<file path="config.mk">
export PLATFORM = sky130hd
export DESIGN_NAME = top_k_score_table_core
export DESIGN_NICKNAME = d
export VERILOG_FILES = /design/src/hdl/tks_pkg.sv /design/src/hdl/tks_mem.sv /design/src/hdl/top_k_score_table_core.sv
export SDC_FILE = /design/constraint.sdc
export NUM_CORES = 1
export LEC_CHECK = 0
export BUFFER_PORTS_ARGS = -buffer_cell sky130_fd_sc_hd__buf_2
export CORE_MARGIN = 2
export CORE_UTILIZATION = 45
export CTS_BUF_LIST = sky130_fd_sc_hd__clkbuf_8
export DETAILED_ROUTE_END_ITERATION = 12
export GPL_TIMING_DRIVEN = 0
export PLACE_DENSITY = 0.72
export SLEW_MARGIN = 10
export SYNTH_ARGS = -nofsm -noshare
export SYNTH_HDL_FRONTEND = slang
export SYNTH_SLANG_ARGS = --single-unit
</file>
<file path="constraint.sdc">
create_clock -name clk_i -period 7 [get_ports clk_i]
set_clock_uncertainty 0.05 [all_clocks]
set_input_delay 1.75 -clock clk_i [delete_from_list [all_inputs] [get_ports clk_i]]
set_output_delay 1.75 -clock clk_i [all_outputs]
set_load 0.01 [all_outputs]
</file>
<file path="src/hdl/tks_pkg.sv">
package tks_pkg;

  // Default table shape
  localparam int DEF_ENTRIES   = 10;
  localparam int DEF_TAG_WIDTH = 16;

  // Fixed field widths
  localparam int SCORE_W    = 31;
  localparam int PORT_TAG_W = 16;
  localparam int CMD_W      = 2;

  // Command codes
  typedef enum logic [CMD_W-1:0] {
    CMD_INSERT = 2'd0,
    CMD_RANK   = 2'd1,
    CMD_READ   = 2'd2
  } cmd_e;

endpackage

</file>
<file path="src/hdl/tks_mem.sv">
module tks_mem #(
  parameter int DEPTH = tks_pkg::DEF_ENTRIES,
  parameter int WIDTH = tks_pkg::SCORE_W + tks_pkg::DEF_TAG_WIDTH,
  localparam int AW = (DEPTH > 1) ? $clog2(DEPTH) : 1
) (
  input  logic             clk_i,
  input  logic             wr_en_i,
  input  logic [AW-1:0]    wr_addr_i,
  input  logic [WIDTH-1:0] wr_data_i,
  input  logic             rd_en_i,
  input  logic [AW-1:0]    rd_addr_i,
  output logic [WIDTH-1:0] rd_data_o
);

  logic [WIDTH-1:0] mem_q [DEPTH];
  logic [WIDTH-1:0] rd_data_q;

  // Write one word per cycle
  always_ff @(posedge clk_i) begin
    if (wr_en_i) begin
      mem_q[wr_addr_i] <= wr_data_i;
    end
  end

  // Register the read word, hold it between reads
  always_ff @(posedge clk_i) begin
    if (rd_en_i) begin
      rd_data_q <= mem_q[rd_addr_i];
    end
  end

  assign rd_data_o = rd_data_q;

endmodule

</file>
<file path="src/hdl/top_k_score_table_core.sv">
// Channel  | Direction | Handshake                | Payload
// ---------+-----------+--------------------------+------------------------------------------
// in       | input     | in_valid_i / in_stall_o  | command_i, score_i, player_tag_i, slot_i
// out      | output    | out_valid_o / out_stall_i| position_o, entry_score_o, entry_player_o,
//          |           |                          | entry_valid_o, fill_count_o
//
// Insert and rank query walk the table from the last held entry upward, one memory
// read per cycle, and stop at the first entry that stays ahead or at the top entry.
// A read or an unused command goes straight from idle to the final step.
// Inserts shift entries down by one slot as the walk passes them.
// rst_ni clears the count and the control state; the memory holds no reset.
// A result waits in the output register under out_stall_i; the next transaction is
// taken meanwhile and its last step waits until the output register is free.
module top_k_score_table_core #(
  parameter int ENTRIES   = tks_pkg::DEF_ENTRIES,
  parameter int TAG_WIDTH = tks_pkg::DEF_TAG_WIDTH,
  localparam int AW     = (ENTRIES > 1) ? $clog2(ENTRIES) : 1,
  localparam int CNT_W  = $clog2(ENTRIES + 1),
  localparam int POS_W  = (CNT_W > 4) ? CNT_W : 4,
  localparam int SLOT_W = (AW > 4) ? AW : 4
) (
  input  logic                           clk_i,
  input  logic                           rst_ni,
  input  logic                           in_valid_i,
  output logic                           in_stall_o,
  input  logic [tks_pkg::CMD_W-1:0]      command_i,
  input  logic [tks_pkg::SCORE_W-1:0]    score_i,
  input  logic [tks_pkg::PORT_TAG_W-1:0] player_tag_i,
  input  logic [SLOT_W-1:0]              slot_i,
  output logic                           out_valid_o,
  input  logic                           out_stall_i,
  output logic [POS_W-1:0]               position_o,
  output logic [tks_pkg::SCORE_W-1:0]    entry_score_o,
  output logic [tks_pkg::PORT_TAG_W-1:0] entry_player_o,
  output logic                           entry_valid_o,
  output logic [POS_W-1:0]               fill_count_o
);

  localparam int TW = (TAG_WIDTH < tks_pkg::PORT_TAG_W) ? TAG_WIDTH : tks_pkg::PORT_TAG_W;
  localparam int WORD_W = tks_pkg::SCORE_W + TW;

  typedef enum logic [1:0] {
    S_IDLE,
    S_SCAN,
    S_FIN
  } state_e;

  state_e                        state_q;
  tks_pkg::cmd_e                 cmd_q;
  logic [tks_pkg::SCORE_W-1:0]   score_q;
  logic [TW-1:0]                 tag_q;
  logic                          hit_q;
  logic [CNT_W-1:0]              p_q;
  logic [CNT_W-1:0]              count_q;
  logic                          out_valid_q;
  logic [POS_W-1:0]              position_q;
  logic [tks_pkg::SCORE_W-1:0]   entry_score_q;
  logic [tks_pkg::PORT_TAG_W-1:0] entry_player_q;
  logic                          entry_valid_q;

  logic                          accept;
  logic                          hit;
  logic                          out_free;
  logic                          stop;
  logic                          scan_cmd;
  logic [WORD_W-1:0]             rd_data;
  logic [tks_pkg::SCORE_W-1:0]   rd_score;
  logic [TW-1:0]                 rd_tag;
  logic                          rd_en;
  logic [AW-1:0]                 rd_addr;
  logic                          wr_en;
  logic [AW-1:0]                 wr_addr;
  logic [WORD_W-1:0]             wr_data;
  logic [CNT_W-1:0]              count_m1;
  logic [CNT_W-1:0]              p_m2;
  logic                          p_in_table;
  logic [POS_W-1:0]              fin_position;
  logic [tks_pkg::SCORE_W-1:0]   fin_score;
  logic [tks_pkg::PORT_TAG_W-1:0] fin_player;
  logic                          fin_valid;
  logic [CNT_W-1:0]              fin_count;

  tks_mem #(
    .DEPTH(ENTRIES),
    .WIDTH(WORD_W)
  ) u_mem (
    .clk_i    (clk_i),
    .wr_en_i  (wr_en),
    .wr_addr_i(wr_addr),
    .wr_data_i(wr_data),
    .rd_en_i  (rd_en),
    .rd_addr_i(rd_addr),
    .rd_data_o(rd_data)
  );

  assign rd_score = rd_data[WORD_W-1 -: tks_pkg::SCORE_W];
  assign rd_tag   = rd_data[TW-1:0];

  assign in_stall_o = (state_q != S_IDLE);
  assign accept     = in_valid_i && !in_stall_o;
  assign out_free   = !out_valid_q || !out_stall_i;
  assign hit        = 32'(slot_i) < 32'(count_q);
  assign scan_cmd   = (command_i == tks_pkg::CMD_INSERT) || (command_i == tks_pkg::CMD_RANK);
  assign count_m1   = count_q - CNT_W'(1);
  assign p_m2       = p_q - CNT_W'(2);
  assign p_in_table = p_q < CNT_W'(ENTRIES);

  // Insert stops at an entry with equal or higher score, rank only at a higher one
  always_comb begin
    if (cmd_q == tks_pkg::CMD_INSERT) begin
      stop = rd_score >= score_q;
    end else begin
      stop = rd_score > score_q;
    end
  end

  // Issue reads: last held entry on start, next entry up while walking, slot on read
  always_comb begin
    rd_en   = 1'b0;
    rd_addr = '0;
    if (accept && scan_cmd && (count_q != '0)) begin
      rd_en   = 1'b1;
      rd_addr = count_m1[AW-1:0];
    end else if (accept && (command_i == tks_pkg::CMD_READ) && hit) begin
      rd_en   = 1'b1;
      rd_addr = slot_i[AW-1:0];
    end else if ((state_q == S_SCAN) && !stop && (p_q > CNT_W'(1))) begin
      rd_en   = 1'b1;
      rd_addr = p_m2[AW-1:0];
    end
  end

  // Shift passed entries down one slot, then drop the new pair into the gap
  always_comb begin
    wr_en   = 1'b0;
    wr_addr = p_q[AW-1:0];
    wr_data = rd_data;
    if ((state_q == S_SCAN) && (cmd_q == tks_pkg::CMD_INSERT) && !stop && p_in_table) begin
      wr_en = 1'b1;
    end else if ((state_q == S_FIN) && out_free && (cmd_q == tks_pkg::CMD_INSERT) &&
                 p_in_table) begin
      wr_en   = 1'b1;
      wr_data = {score_q, tag_q};
    end
  end

  // Form the result of the finished transaction
  always_comb begin
    fin_position = '0;
    fin_score    = '0;
    fin_player   = '0;
    fin_valid    = 1'b0;
    fin_count    = count_q;
    unique case (cmd_q)
      tks_pkg::CMD_INSERT: begin
        if (p_in_table) begin
          fin_position = POS_W'(p_q + CNT_W'(1));
        end
        if (count_q < CNT_W'(ENTRIES)) begin
          fin_count = count_q + CNT_W'(1);
        end
      end
      tks_pkg::CMD_RANK: begin
        if (p_in_table) begin
          fin_position = POS_W'(p_q + CNT_W'(1));
        end
      end
      tks_pkg::CMD_READ: begin
        if (hit_q) begin
          fin_score  = rd_score;
          fin_player = tks_pkg::PORT_TAG_W'(rd_tag);
          fin_valid  = 1'b1;
        end
      end
      default: begin
      end
    endcase
  end

  // Sequence the walk and hold the output register
  always_ff @(posedge clk_i or negedge rst_ni) begin
    if (!rst_ni) begin
      state_q        <= S_IDLE;
      cmd_q          <= tks_pkg::CMD_INSERT;
      score_q        <= '0;
      tag_q          <= '0;
      hit_q          <= 1'b0;
      p_q            <= '0;
      count_q        <= '0;
      out_valid_q    <= 1'b0;
      position_q     <= '0;
      entry_score_q  <= '0;
      entry_player_q <= '0;
      entry_valid_q  <= 1'b0;
    end else begin
      // Drop the taken result unless the final step reloads the register
      if (out_valid_q && !out_stall_i && (state_q != S_FIN)) begin
        out_valid_q <= 1'b0;
      end
      unique case (state_q)
        S_IDLE: begin
          if (in_valid_i) begin
            cmd_q   <= tks_pkg::cmd_e'(command_i);
            score_q <= score_i;
            tag_q   <= player_tag_i[TW-1:0];
            hit_q   <= hit;
            if (scan_cmd && (count_q != '0)) begin
              p_q     <= count_q;
              state_q <= S_SCAN;
            end else begin
              p_q     <= '0;
              state_q <= S_FIN;
            end
          end
        end
        S_SCAN: begin
          if (stop) begin
            state_q <= S_FIN;
          end else begin
            p_q <= p_q - CNT_W'(1);
            if (p_q == CNT_W'(1)) begin
              state_q <= S_FIN;
            end
          end
        end
        S_FIN: begin
          if (out_free) begin
            out_valid_q    <= 1'b1;
            position_q     <= fin_position;
            entry_score_q  <= fin_score;
            entry_player_q <= fin_player;
            entry_valid_q  <= fin_valid;
            count_q        <= fin_count;
            state_q        <= S_IDLE;
          end
        end
      endcase
    end
  end

  assign out_valid_o    = out_valid_q;
  assign position_o     = position_q;
  assign entry_score_o  = entry_score_q;
  assign entry_player_o = entry_player_q;
  assign entry_valid_o  = entry_valid_q;
  assign fill_count_o   = POS_W'(count_q);

  // The count moves only when an insert completes
  a_count_on_insert : assert property (@(posedge clk_i) disable iff (!rst_ni)
    !$stable(count_q) |-> $past(state_q == S_FIN && cmd_q == tks_pkg::CMD_INSERT))
    else $error("count changed outside an insert");

  // The walk stays inside the held entries
  a_scan_range : assert property (@(posedge clk_i) disable iff (!rst_ni)
    (state_q == S_SCAN) |-> ((p_q != '0) && (p_q <= count_q)))
    else $error("walk index outside held entries");

  // A result appears only from the final step
  a_result_from_fin : assert property (@(posedge clk_i) disable iff (!rst_ni)
    $rose(out_valid_q) |-> $past(state_q == S_FIN))
    else $error("result raised outside the final step");

endmodule
</file>
* Word level (Yosys, flattened, before mapping)
Memories as Yosys holds them, arrays and structs flattened. A register that Yosys moved wholly into a read port is not among the register bits.
Index checks and enable logic that the tools add are counted.
** Cells by class
- $add $sub $neg :: 5
- Order comparisons :: 6
- Equal/unequal tests :: 12
- Multiplexer cells :: 34
- Reduce and logical (&&, ||, !) cells :: 34
** Operators by type and width (count)
- two-way mux 47 bit :: 2
- two-way mux 31 bit :: 2
- two-way mux 16 bit :: 2
- two-way mux 4 bit :: 8
- >= comparator 31 bit :: 1
- greater-than comparator 31 bit :: 1
- logical AND 1 bit :: 16
- two-way mux 1 bit :: 13
- two-way mux 2 bit :: 5
- adder 4 x 1 -> 4 bit, second input constant :: 2
- < comparator 4 bit, second input constant :: 2
- inequality test 2 bit, second input constant :: 4
- one-hot mux 4 bit (2 select lines) :: 1
- subtractor 4 x 1 -> 4 bit, second input constant :: 2
- equality test 2 x 1 -> 1 bit, second input constant :: 3
- equality test 2 bit, second input constant :: 3
- zero test 2 bit :: 3
- one-hot mux 2 bit (3 select lines) :: 1
- AND reduction 3 bit :: 2
- equality test 4 x 1 -> 1 bit, second input constant :: 1
- greater-than comparator 4 x 1 -> 1 bit, second input constant :: 1
- zero test 1 bit :: 4
- < comparator 4 bit :: 1
- AND reduction 2 bit :: 2
- 7 further kinds :: 9
** Word-level totals
- Bits in registers :: 113
- Bits in writable memories :: 470
- Bits of input ports :: 57
- Output and inout port bits :: 58
- Memories kept :: 1
** Memory list
- u_mem.mem_q :: words 10, width 47, rd ports 1, clocked after Yosys merged registers in 1, write ports 1, RTL line tks_mem.sv:15 : logic [WIDTH-1:0] mem_q [DEPTH];

* Logic depth before layout (Yosys ltp)
- Depth after elaboration :: 9
- Gate-level depth with buffers :: 15
- Mapped depth without buffers :: 11

* By module
A second synthesis with hierarchy kept.
** Second synthesis, totals
- Cells, all modules :: 1532
- Area, all modules :: 26176.4 um^2
** By module, submodules not included
- tks_mem :: instances 1, cells each 1016, area each 19950.4 um^2, seq. area each 15524.9 um^2
- top_k_score_table_core :: instances 1, cells each 516, area each 6226.0 um^2, seq. area each 2827.7 um^2

* Worst setup path before layout
OpenSTA, ideal clock, no wires.
- Path kind :: input-to-reg
- Start :: input port out_stall_i
- End :: memory u_mem.mem_q[5][0] in the netlist's numbering (enable)
- Library setup time :: 510 ps
- Arrival :: 5768 ps
- Slack :: 672 ps
- Cell stages on the path :: 5
- Cell sequence :: nand2_1 -> nand2_1 -> a21boi_0 -> nand2_1 -> nor3_1
** Between the ends
- Cells in the longest elaborated chain, start to end :: 9
** Ends and longest elaborated chain
- from (decl) :: RTL line top_k_score_table_core.sv:31 : input logic out_stall_i,
- zero test 1 bit :: RTL line top_k_score_table_core.sv:101 : assign out_free = !out_valid_q || !out_stall_i;
- logical OR 1 bit :: RTL line top_k_score_table_core.sv:101
- logical AND 1 bit (3 in series) :: RTL line top_k_score_table_core.sv:140 : end else if ((state_q == S_FIN) && out_free && (cmd_q == tks_pkg::CMD_INSERT) &&
- two-way mux 1 bit :: RTL line top_k_score_table_core.sv:140
- two-way mux 1 bit :: RTL line top_k_score_table_core.sv:138 : if ((state_q == S_SCAN) && (cmd_q == tks_pkg::CMD_INSERT) && !stop && p_in_table) begin
- two-way mux 1 bit :: RTL line tks_mem.sv:20 : if (wr_en_i) begin
- two-way mux 1 bit (implied by the code) :: RTL line tks_mem.sv:21 : mem_q[wr_addr_i] <= wr_data_i;
- to (decl) :: RTL line tks_mem.sv:15
Every way passes these cells.

* Worst setup path in the final report
- Start :: register u_mem.rd_data_q[30], in the netlist u_mem.rd_data_o[30], read port of u_mem.mem_q
- End :: memory u_mem.mem_q[7][17] in the netlist's numbering (data pin)
** Between the ends
- Cells in the longest elaborated chain, start to end :: 6
- Elaborated cells on any way between the ends :: 7
- Classes of those cells :: order compare (2); mux (2); reduce/logical (3)
** Ends and longest elaborated chain
- from (decl) :: RTL line tks_mem.sv:16 : logic [WIDTH-1:0] rd_data_q;
- greater-than comparator 31 bit or >= comparator 31 bit (tied branches) :: RTL line top_k_score_table_core.sv:113, top_k_score_table_core.sv:111
- two-way mux 1 bit * :: RTL line top_k_score_table_core.sv:110 : if (cmd_q == tks_pkg::CMD_INSERT) begin
- zero test 1 bit * :: RTL line top_k_score_table_core.sv:138
- logical AND 1 bit * (2 in series) :: RTL line top_k_score_table_core.sv:138
- two-way mux 47 bit * :: RTL line top_k_score_table_core.sv:138
- net u_mem.wr_data_i[17] :: RTL line tks_mem.sv:9 : input logic [WIDTH-1:0] wr_data_i,
Mark *: on every way through the listed nets, which the timed path passes. The rest lies on a longest branch.

==> out/results.ini <==
[run_status]
outcome=complete, no violations

[logic_synthesis]
ys_ff_latch=630
yosys_warnings=0
synth_flop_cell=edfxtp_1
synth_edf_count=517
syn_inst=1758
yosysSeqAreaShare_pct=71.6
ys_types=53
avgSynthCellArea_sq_um=14.6
syn_nets=1861
async_flop_share_pct=17.9
syn_area_sq_um=25600

[min_path]
hp-class=flip-flop to flip-flop
holdCritStartpoint=position_o[2]$_DFFE_PN0P_

[route]
drt_iter0_markers=1912
via_count=16500
routedWlPerCell_microns=24.3
first_pass_iters=6
drt-total-wl_mm=68.9
drtAntennaViolNets=0
drc=0
via_per_inst=5.84

[finish]
antenna_cells=0
fill_cells=4633
regArea_sq_um=18400
syn2layout_area_growth_pct=15.3
drive_above_1_share_pct=20.8
post-route-cell-area_sq_um=29500
multiInputGateArea_sq_um=6670
final_nets=2096

[placed_design]
dp.final_hpwl_mm=43.8
globalplace.congestion=0.837
place_area_sq_um=27500
port_buffers=114
place_ws_ns=1.47

[clock_tree]
cts_resized=0
clock_path_buffers=3
cts_tree=yes
clk_transition_reported_paths_ns=0.07
clkLatencyLatePin_ns=0.68
postCtsSetupRepairBufs=0
cts_buffers=98
cts.sinks=630
h-tree-depth=3
root_buffer=clkbuf_8
holdBufCountCts=0

[run]
cap_violations=0

[floorplanning]
core_sq_um=56400
start_util_pct=45.5
die_w_microns=243
die_h_microns=243
rows=87
fp.dieArea_sq_um=58900
io_pins=115

[worst_setup_path]
cp_max_fo=10
cp-startpoint=u_mem.rd_data_o[30]$_DFFE_PP_
cp-end-kind=flip-flop
path_class=flip-flop to flip-flop
crit_required_ns=7.25
critPathMaxStageDelay_ns=0.85
startpoint_type=flip-flop
worstPathArrival_ns=5.96
r2r_start=u_mem.rd_data_o[30]$_DFFE_PP_
worstPathCellList=ha_1, nand4_1, or4_4, o21ai_0, a41o_1, o21a_1, or3_1, clkbuf_1, buf_1, clkbuf_1, nand2_1, o21ai_0
cp_slowest_cell=buf_1

[pwr]
clkPwrFrac_pct=24.5
p_leak_nw=10.8
comb_power_share_pct=32.3
p_sw_share_pct=35.8
p_int_mw=8.15
total_power_mw=12.7
p_sw_mw=4.54
vdd_ir_drop_max_mv=0.175
power_density_nw_per_um2=430
seq_power_share_pct=43.2

[global_route]
grt_max_degree=83
grt_pass1_wl_mm=102
antenna_found_initial=0
grt_remaining_overflow=0
grt_pass1_vias=16500
grt_use_total_pct=23.1

[sta]
slew_violations=0
final.period_utilization_pct=81.5
finalCriticalPeriod_ns=5.71
grt_setup_unrepaired=no
hold_viol_final=0
fin_ws_ns=1.29
worst_pin_slew_ns=1.23
fmax_mhz=175
slew_headroom_pct=17.3
hold_ws_ns=0.435
setup_viol=0

==> through the flow <==
step           util, %  std cells  setup TNS [ns]
2_1_floorplan        -       1758               0
3_3_place_gp      48.1       2628         -443.17
3_5_place_dp      48.8       2649               0
4_1_cts           52.4       2831               0
5_1_grt           52.4       2831               0
6_report          52.4       2831               0
==> placed cells by master, fill, tap and decap left out, types with 3 or more instances in the layout <==
cell type,instances
nand2b_1,4
mux2_2,66
a31oi_1,3
ha_1,46
clkinv_2,19
or3_1,35
nand2_1,273
clkbuf_1,53
buf_2,151
clkinvlp_4,4
a211o_1,15
and3_4,6
o21ai_0,47
a21oi_1,172
buf_12,5
bufinv_16,4
buf_4,12
a21o_1,3
mux2i_1,81
clkbuf_8,115
nand4_1,7
nor2_1,19
a221oi_2,20
a211oi_1,4
o21ai_1,3
nor3_1,5
nand3_1,16
dfrtp_1,113
edfxtp_1,517
buf_16,5
a22o_1,47
o21a_1,5
buf_6,10
inv_1,67
a221oi_1,61
o22ai_1,3
clkinv_1,14
buf_1,5
xnor2_1,6
==> area by class of cell <==
class                   instances  share of cell area, %
repair buffers                135                   3.08
clock buffers                 115                   5.36
plain buffers                 106                   1.71
well taps                     756                   3.20
clock inverters                67                   1.39
inverters                      44                  0.559
flip-flops and latches        630                   62.1
multi-input cells             978                   22.6
==> synthesized netlist by cell type, types with 6 or more instances <==
cell	instances	share of area, %
a211o_1	15	0.51
a21oi_1	172	3.4
a221oi_1	61	2.1
a221oi_2	20	1.2
a22o_1	47	1.6
and3_1	7	0.17
buf_2	38	0.74
buf_6	6	0.26
clkbuf_1	53	0.78
dfrtp_1	113	11
edfxtp_1	517	61
ha_1	46	2.2
inv_1	44	0.64
mux2_2	66	2.9
mux2i_1	81	3.2
nand2_1	273	4.0
nand3_1	16	0.31
nand4_1	7	0.17
nor2_1	20	0.29
nor3_1	7	0.14
o21ai_0	48	0.94
or3_1	35	0.85
xnor2_1	6	0.21
==> worst max-delay path, delay by kind of cell (launching register included) <==
family                   cells  cell delay, ns
buffers and inverters        3            1.87
flip-flops                   1            0.50
adder cells (fa/ha/maj)      1            0.35
AO/OA/AOI/OAI                4            1.22
AND/OR/NAND/NOR              4            1.30
==> cells by family after synthesis <==
| family | after synthesis | synth area share (%) |
|---|---|---|
| adders and majority gates | 46 | 2.25 |
| and+or+nand+nor | 379 | 6.38 |
| xor gates and xnor gates | 8 | 0.273 |
| buffers and inverters | 150 | 2.62 |
| AOI/OAI and AO/OA | 398 | 10.8 |
| muxes | 147 | 6.06 |
| DFF | 630 | 71.6 |
==> state kept, by name (all words and copies together) (netlist names) <==
name / flops
fill_count_o: 4
u_mem.rd_data_o: 47
p_q: 4
tag_q: 16
out_valid_o: 1
entry_valid_o: 1
entry_score_o: 31
state_q: 2
hit_q: 1
entry_player_o: 16
u_mem.mem_q: 470
score_q: 31
position_o: 4
cmd_q: 2
==> power by group through the flow <==
stage / combinational, mW / sequential (mW) / clock [mW]
after floorplan: 2.49 / 5.48 / 0
after global placement: 3.82 / 5.58 / 0
after detailed placement: 4.03 / 5.55 / 0
after CTS: 4.06 / 5.48 / 3.14
after global routing: 4.43 / 5.54 / 3.30
final: 4.10 / 5.49 / 3.11
==> routing by layer <==
layer,part of all wire (%),vias to the layer above,global-route usage (%)
met1,41,8286,31.6
met2,47,965,36.6
met5,0,-,0
met4,2.6,0,8.39
li1,-,7168,-
met3,10,107,4.77
==> worst paths after layout <==
path	end	slack, ns	depth (start not counted)
max in group asynchronous	entry_score_o[18]$_DFFE_PN0P_	5.17	2
hold reg to reg	position_o[2]$_DFFE_PN0P_	0.43	2
hold / removal	position_o[2]$_DFFE_PN0P_	0.43	2
setup / recovery	u_mem.mem_q[7][17]$_DFFE_PP_	1.29	12
setup reg to reg	u_mem.mem_q[7][17]$_DFFE_PP_	1.29	12
min in group asynchronous	entry_player_o[1]$_DFFE_PN0P_	0.91	1
Note: power is estimated with default switching activity, not from simulation.
